### config.mk
export PLATFORM = sky130hd
export DESIGN_NAME = fcrc_core_flat
export DESIGN_NICKNAME = d
export VERILOG_FILES = /design/src/hdl/fcrc_pkg.sv /design/src/hdl/fcrc_result_if.sv /design/src/hdl/fcrc_core.sv /design/src/flat_wrapper.sv
export VERILOG_INCLUDE_DIRS = /design/src /design/src/hdl
export SDC_FILE = /design/constraint.sdc
export NUM_CORES = 1
export LEC_CHECK = 0
export BUFFER_PORTS_ARGS = -buffer_cell sky130_fd_sc_hd__buf_2
export CAP_MARGIN = 5
export CORE_ASPECT_RATIO = 1.5
export CORE_UTILIZATION = 55
export DETAILED_ROUTE_END_ITERATION = 12
export PLACE_DENSITY = 0.79
export SLEW_MARGIN = 20
export SYNTH_ARGS = -nofsm -noshare
export SYNTH_HDL_FRONTEND = slang
export SYNTH_SLANG_ARGS = --single-unit
### constraint.sdc
create_clock -name clk -period 2.3 [get_ports clk]
set_input_delay 0.23 -clock clk [delete_from_list [all_inputs] [get_ports clk]]
set_output_delay 0.23 -clock clk [all_outputs]
set_load 0.1 [all_outputs]
### src/hdl/framed_crc16_frame_checker_defines.svh
// Assertion macros used by the frame checker core.
`ifndef FRAMED_CRC16_FRAME_CHECKER_DEFINES_SVH
`define FRAMED_CRC16_FRAME_CHECKER_DEFINES_SVH

`ifndef NO_ASSERTIONS

`define FCRC_ASSERT(lbl, clk, rst, prop, msg) \
  lbl: assert property (@(posedge clk) disable iff (rst) prop) else $error(msg);

`define FCRC_ASSERT_ALWAYS(lbl, clk, prop, msg) \
  lbl: assert property (@(posedge clk) prop) else $error(msg);

`else

`define FCRC_ASSERT(lbl, clk, rst, prop, msg)

`define FCRC_ASSERT_ALWAYS(lbl, clk, prop, msg)

`endif

`endif

### src/hdl/fcrc_pkg.sv
// Types, constants and the byte-wide CRC-16 update of the frame checker.
package fcrc_pkg;

  localparam logic [7:0]  FLAG_BYTE     = 8'h7E;
  localparam logic [15:0] CRC_POLY      = 16'hA001;
  localparam logic [15:0] CRC_INIT      = 16'hFFFF;
  localparam int          BITS_PER_BYTE = 8;

  typedef struct packed {
    logic       valid;
    logic [7:0] rx_byte;
  } fcrc_item_t;

  function automatic logic [15:0] crc_byte_update(input logic [15:0] crc,
                                                  input logic [7:0]  data);
    logic [15:0] c;
    c = crc ^ {8'h00, data};
    for (int i = 0; i < BITS_PER_BYTE; i++) begin
      if (c[0]) begin
        c = (c >> 1) ^ CRC_POLY;
      end else begin
        c = c >> 1;
      end
    end
    return c;
  endfunction

endpackage

### src/hdl/fcrc_result_if.sv
// Handshake channel that carries one frame check result per word.
interface fcrc_result_if;
  logic        valid;
  logic        ready;
  logic        crc_ok;
  logic [15:0] computed_crc;

  modport source (output valid, output crc_ok, output computed_crc, input ready);
  modport sink (input valid, input crc_ok, input computed_crc, output ready);
endinterface

### src/hdl/fcrc_core.sv
// Frame position counter, running CRC and result register of the frame checker.
`include "framed_crc16_frame_checker_defines.svh"

module fcrc_core #(
  parameter int FRAME_LEN = 8
) (
  input  logic                 clk,
  input  logic                 rst,
  input  fcrc_pkg::fcrc_item_t item,
  output logic                 core_ready,
  fcrc_result_if.source        result
);

  localparam int            CW        = $clog2(FRAME_LEN);
  localparam logic [CW-1:0] LAST_DATA = CW'(FRAME_LEN - 2);

  logic [CW-1:0] count;
  logic [CW-1:0] count_next;
  logic [15:0]   running_crc;
  logic [15:0]   running_crc_next;
  logic [7:0]    received_crc_low;
  logic [7:0]    received_crc_low_next;
  logic          res_valid;
  logic          crc_ok;
  logic [15:0]   computed_crc;
  logic          take;
  logic          is_flag;
  logic          load;

  assign core_ready = !res_valid || result.ready;
  assign take       = item.valid && core_ready;
  assign is_flag    = (item.rx_byte == fcrc_pkg::FLAG_BYTE);

  assign result.valid        = res_valid;
  assign result.crc_ok       = crc_ok;
  assign result.computed_crc = computed_crc;

  always_comb begin
    count_next            = count;
    running_crc_next      = running_crc;
    received_crc_low_next = received_crc_low;
    load                  = 1'b0;
    if (take) begin
      if (is_flag) begin
        count_next       = '0;
        running_crc_next = fcrc_pkg::CRC_INIT;
      end else if (count < LAST_DATA) begin
        running_crc_next = fcrc_pkg::crc_byte_update(running_crc, item.rx_byte);
        count_next       = count + CW'(1);
      end else if (count == LAST_DATA) begin
        received_crc_low_next = item.rx_byte;
        count_next            = count + CW'(1);
      end else begin
        load             = 1'b1;
        count_next       = '0;
        running_crc_next = fcrc_pkg::CRC_INIT;
      end
    end
  end

  always_ff @(posedge clk) begin
    if (rst) begin
      count       <= '0;
      running_crc <= fcrc_pkg::CRC_INIT;
      res_valid   <= 1'b0;
    end else begin
      count       <= count_next;
      running_crc <= running_crc_next;
      if (load) begin
        res_valid <= 1'b1;
      end else if (result.ready) begin
        res_valid <= 1'b0;
      end
    end
  end

  always_ff @(posedge clk) begin
    received_crc_low <= received_crc_low_next;
    if (load) begin
      crc_ok       <= (received_crc_low == running_crc[7:0]) &&
                      (item.rx_byte == running_crc[15:8]);
      computed_crc <= running_crc;
    end
  end

  `FCRC_ASSERT(a_flag_restarts, clk, rst, take && is_flag |=> count == '0 && running_crc == fcrc_pkg::CRC_INIT, "flag byte did not restart the frame")
  `FCRC_ASSERT(a_count_steps, clk, rst, take && !is_flag && count <= LAST_DATA |=> count == $past(count) + CW'(1), "data byte did not advance the count")
  `FCRC_ASSERT(a_final_emits, clk, rst, take && !is_flag && count > LAST_DATA |=> res_valid && count == '0, "final byte did not produce a result")

endmodule

### src/flat_wrapper.sv
// flat-port wrapper written by rule: the top's interface ports become plain ports
module fcrc_core_flat 
#(
  parameter int FRAME_LEN = 8
)
  (clk, rst, item, core_ready, result_valid, result_crc_ok, result_computed_crc, result_ready);
  fcrc_result_if result_i ();
  input  logic clk;
  input  logic rst;
  input  fcrc_pkg::fcrc_item_t item;
  output logic core_ready;
  output wire logic [$bits(result_i.valid)-1:0] result_valid;
  output wire logic [$bits(result_i.crc_ok)-1:0] result_crc_ok;
  output wire logic [$bits(result_i.computed_crc)-1:0] result_computed_crc;
  input wire logic [$bits(result_i.ready)-1:0] result_ready;
  assign result_valid = result_i.valid;
  assign result_crc_ok = result_i.crc_ok;
  assign result_computed_crc = result_i.computed_crc;
  assign result_i.ready = result_ready;
  fcrc_core #(.FRAME_LEN(FRAME_LEN)) u_core (.clk(clk), .rst(rst), .item(item), .core_ready(core_ready), .result(result_i));
endmodule
Word-level counts from Yosys, hierarchy flattened
Index checks and enable logic that the tools add are counted.
{"block": "totals", "register_bits": 45, "output_inout_bits": 19, "input_bits": 12, "wordCells": 72}
{"block": "op_classes", "bitwise": 11, "magnitude_cmp": 1, "add_sub_neg": 1, "muxes": 41, "reduce_logical": 7, "n_eq_ne": 5}
{"operator": "2-to-1 mux 16 bit", "count": 32}
{"operator": "inverter 2 -> 3 bit", "count": 8}
{"operator": "equality test 8 bit", "count": 2}
{"operator": "XOR 16 x 8 -> 16 bit", "count": 1}
{"operator": "2-to-1 mux 3 bit", "count": 3}
{"operator": "equality test 8 x 7 -> 1 bit (second input constant)", "count": 1}
{"operator": "2-to-1 mux 1 bit", "count": 6}
{"operator": "AND reduction 4 bit", "count": 1}
{"operator": "adder 3 x 1 -> 3 bit (second input constant)", "count": 1}
{"operator": "equality test 3 bit (second input constant)", "count": 1}
{"operator": "< comparator 3 bit (second input constant)", "count": 1}
{"operator": "!= test 3 x 1 -> 1 bit (second input constant)", "count": 1}
{"operator": "logical AND 1 bit", "count": 2}
{"operator": "inverter 1 bit", "count": 2}
{"operator": "AND reduction 2 bit", "count": 1}
{"operator": "nonzero test 2 bit", "count": 1}
{"operator": "zero test 1 bit", "count": 1}
{"operator": "logical OR 1 bit", "count": 1}

Logic depth before layout (Yosys ltp)
{"block": "logic_depth", "ltp_word": 40, "depth_mapped": 7, "mapped_depth_nobuf": 6}

Worst setup path after synthesis
No wires, ideal clock.
{"block": "synth_path", "path_type": "register to register", "from": "register u_core.res_valid, in the netlist u_core.result.valid", "to": "register u_core.running_crc[0]", "synth_period_minus_slack_ns": 3.004, "path_buffers": 1, "stages_incl_launch_ff": 7, "arrival_ns": 2.934, "setup_slack_ns": -0.704, "path_cell_list": "dfxtp_1 -> nand2b_1 -> o211ai_1 -> nand2b_1 -> clkbuf_1 -> nor2_1 -> a21oi_1"}
{"block": "synth_via", "elab_chain_cells": 4}
{"element": "from (decl)", "line_no": "fcrc_core.sv:23", "text": "logic res_valid;"}
{"element": "from (signal assigned)", "line_no": "fcrc_core.sv:65", "text": "res_valid <= 1'b0;"}
{"element": "from (signal assigned)", "line_no": "fcrc_core.sv:70", "text": "res_valid <= 1'b1;"}
{"element": "from (signal assigned)", "line_no": "fcrc_core.sv:72", "text": "res_valid <= 1'b0;"}
{"element": "zero test 1 bit", "line_no": "fcrc_core.sv:30", "text": "assign core_ready = !res_valid || result.ready;"}
{"element": "logical OR 1 bit", "line_no": "fcrc_core.sv:30"}
{"element": "net core_ready", "line_no": "flat_wrapper.sv:11", "text": "output logic core_ready;"}
{"element": "logical AND 1 bit", "line_no": "fcrc_core.sv:31", "text": "assign take = item.valid && core_ready;"}
{"element": "AND reduction 2 bit (no line)"}
{"element": "to (signal assigned)", "line_no": "fcrc_core.sv:64", "text": "running_crc <= fcrc_pkg::CRC_INIT;"}
{"element": "to (signal assigned)", "line_no": "fcrc_core.sv:68", "text": "running_crc <= running_crc_next;"}
{"element": "to (decl)", "line_no": "fcrc_core.sv:19", "text": "logic [15:0] running_crc;"}
The timed path passes the listed nets, and every way through them passes these cells.
A chain may end at the register's enable or synchronous reset.

Worst setup path after layout
{"block": "layout_path", "from": "register u_core.running_crc[3]", "to": "register u_core.running_crc[0]"}
{"block": "layout_via", "elab_chain_cells": 33}
{"element": "XOR 16 x 8 -> 16 bit *", "line_no": "fcrc_pkg.sv:17", "text": "c = crc ^ {8'h00, data};"}
{"element": "2-to-1 mux 16 bit *", "line_no": "fcrc_pkg.sv:19", "text": "if (c[0]) begin"}
{"element": "2-to-1 mux 16 bit *", "line_no": "fcrc_core.sv:47", "text": "end else if (count < LAST_DATA) begin"}
{"element": "2-to-1 mux 16 bit *", "line_no": "fcrc_core.sv:44", "text": "if (is_flag) begin"}
{"element": "2-to-1 mux 16 bit *", "line_no": "fcrc_core.sv:43", "text": "if (take) begin"}
{"element": "2-to-1 mux 16 bit *", "line_no": "fcrc_pkg.sv:19"}
{"element": "2-to-1 mux 16 bit *", "line_no": "fcrc_core.sv:47"}
{"element": "2-to-1 mux 16 bit *", "line_no": "fcrc_core.sv:44"}
{"element": "[17 not listed]"}
{"element": "2-to-1 mux 16 bit *", "line_no": "fcrc_core.sv:43"}
{"element": "2-to-1 mux 16 bit *", "line_no": "fcrc_pkg.sv:19"}
{"element": "2-to-1 mux 16 bit *", "line_no": "fcrc_core.sv:47"}
{"element": "2-to-1 mux 16 bit *", "line_no": "fcrc_core.sv:44"}
{"element": "2-to-1 mux 16 bit *", "line_no": "fcrc_core.sv:43"}
{"element": "2-to-1 mux 16 bit *", "line_no": "fcrc_pkg.sv:19"}
{"element": "2-to-1 mux 16 bit *", "line_no": "fcrc_core.sv:47"}
{"element": "2-to-1 mux 16 bit *", "line_no": "fcrc_core.sv:44"}
Mark *: on every way between the ends. The rest lies on a longest branch, timed or not. The select of a mux whose other input is x is not followed.

==> results.md <==
- Initial Utilization: a little under three fifths
- Status: complete, no violations
- Reg area: around 0.0012 mm2
- Largest net degree at the start of global routing: 22
- Io pins: 31
- Synth warn: 0
- Final Non-Filler Cells: approximately 230
- Die Wd: just over 50 um
- Max Fanout on Critical Path: 4
- Slew of the pin with the lowest slew margin: 0.625 ns
- Wire length of the first global-routing pass: 6030 um
- Die area: between 0.003 and 0.004 mm2
- Area leader, netlist: edfxtp_1
- Yosys cell types: 23
- Total power: a little over 0.002 W
- Gate Count Post-Synth: between 150 and 200
- Post-CTS sizing: 0
- Worst-case reg-to-reg path depth: 5
- Yosys reg bits: 45
- Gpl congestion: 0.977
- All-Layer GR Usage: between 20% and 30%
- Die Y: between 70 and 80 um
- CP peak stage delay: about 0.43 ns
- TritonCTS Buffers: 5
- Post-Place Setup Slack: approximately 0.43 ns
- Commonest non-fill, non-tap cells in the layout: xnor2_1 (30), buf_2 (30), edfxtp_1 (25)
- Core ar.: 0.00338 mm2
- Worst hold path type: input port to flip-flop
- Worst Setup End Kind: flip-flop
- Final hold viol count: 0
- Slew Viols, Final: 0
- Final worst path period share: between 80 and 90%
- # diodes: 0
- Power density over the cells: 913 mW/mm2
- Vias in the first global route: around 1200
- Clk Tree Root Cell: clkbuf_8
- # DRC: 0
- Area of the mapped netlist: 0.00193 mm2
- TritonCTS clock tree: built
- Ratio of cells with drive above 1 in the final layout: a little under a quarter
- Routed Wire Length: between 3000 and 4000 um
- CP Class: flip-flop to flip-flop
- Worst setup margin: about 0.42 ns
- Max frequency: approximately 530 MHz
- CP max stage cell: xor3_2
- Peak supply drop: around 0.00066 V
- Via count: 1303
- Fraction of registers with async set/reset: 0%
- Filler cells: 274
- Startpoint class of the critical path: flip-flop
- Post-synthesis sequential area ratio: about 60%
- Skew final: 0.00395 ns
- Starting DRC count in detailed routing: 57
- Clock slew at reported path FFs: about 0.08 ns
- Relative slew slack: about three fifths
- Grt ovf: 0
- Routed vias/inst: around 5.6
- # hold bufs at CTS: 0
- Pre-Repair DR Iteration Count: 4
- Area contributors post-synth: edfxtp_1 (39%), dfxtp_1 (21%), xnor2_1 (14%)
- Buffers on Ports: 30
- Later-pin clock latency in the skew report: 0.29 ns
- Share of the synthesized area in the top cell type: approximately two fifths
- Fin nets: 204
- CP Cell Sequence: xnor2_1 > xor2_1 > xor3_2 > xnor3_1 > a21oi_1
- CTS max path bufs: 2
- EDFF count, synth: 25
- Sink Count: 45
- Multi-input logic area: approximately 760 um2
- DR WL/cell: roughly 16 um
- Antenna violations before repair: 0
- Rows: 26
- Post-route setup TNS: 0 ns
- Critical path arrival: around 2.1 ns
- Mapped Nets: ~170
- H-tree depth: 2
- Placed Cells: roughly 230
- Hold path depth: 1
- Max-Cap Viols: 0
- DP Wirelength: about 2800 um
- Mean post-synth cell area: 12.5 um2
- Setup violators final: 0
- Worst path required time: approximately 2.5 ns
- Top_reg_cell synth: edfxtp_1
- Area Growth Syn to Fin: 17.0%
- Remaining antenna violation count: 0
- RSZ-0062 raised after global routing: false
- Final min period: between 1.5 and 2 ns
- Lkg Pwr: a little over 0.8 nW
- Setup Buffers After CTS: 0
-- cells by family after synthesis --
group	count (synthesis)	share of synthesized area, %
DFF	45	59.8
xor gates and xnor gates	38	18.8
and+or+nand+nor	38	11.1
AOI/OAI and AO/OA	24	7.60
buffers and inverters	7	1.36
adders and majority gates	2	1.30
-- cells in the mapped netlist (2+ instances only) --
library cell and n:
a21oi_1 7, clkbuf_1 4, dfxtp_1 20, edfxtp_1 25
ha_1 2, inv_1 3, nand2_1 3, nand2b_1 15
nand4_1 4, nand4b_1 2, nor2_1 6, nor3_1 6
o22ai_1 13, xnor2_1 30, xor2_1 6
-- final timing paths --
kind              slack, ns                                from                              endpoint
setup / recovery       0.42  u_core.running_crc[3]$_SDFFE_PP1P_    u_core.running_crc[0]$_SDFFE_PP1P_
hold / removal         0.19                             item[7]  u_core.received_crc_low[7]$_DFFE_PP_
setup reg to reg       0.42  u_core.running_crc[3]$_SDFFE_PP1P_    u_core.running_crc[0]$_SDFFE_PP1P_
hold reg to reg        0.50        u_core.count[2]$_SDFFE_PP0P_          u_core.count[2]$_SDFFE_PP0P_
-- flip-flops by register name, summed over array words and instances, names as in the netlist --
signal	flops
u_core.result.computed_crc	16
u_core.result.valid	1
u_core.received_crc_low	8
u_core.count	3
u_core.running_crc	16
u_core.result.crc_ok	1
-- critical path, delay by kind of cell (launching register included) --
family | cells | cell delay [ns]
xor gates and xnor gates | 4 | 1.34
AOI/OAI and AO/OA | 1 | 0.12
DFF | 1 | 0.36
-- layer usage --
metal  track usage [%]  up-vias  wire length (um)
li1                  -      623                 -
met1              25.4      629              1450
met2              39.4       40              2000
met3              4.50       11               148
met4              10.5        0               133
met5                 0        -                 0
-- stage by stage --
stage	cell area, um2	utilization [%]	hold WS (ns)
floorplan	1930	-	0.329
global placement	2140	63.4	0.474
detailed placement	2140	63.4	0.487
CTS	2250	66.6	0.183
global route	2250	66.6	0.183
finish	2250	66.6	0.188
-- cell type report --
class	instances	share of cell area (%)
flip-flops and latches	45	51.2
multi-input cells	102	33.6
repair buffers	33	7.67
clock buffers	6	3.22
well taps	42	2.33
clock inverters	2	1.56
inverters	3	0.500
-- report_power, final --
part / internal, W / leakage, nW / switching [W]
Clock: 0.000322 / 0.0552 / 0.000249
Sequential: 0.000919 / 0.389 / 0.0000809
Combinational: 0.000268 / 0.377 / 0.000217
(Power assumes the default switching activity.)
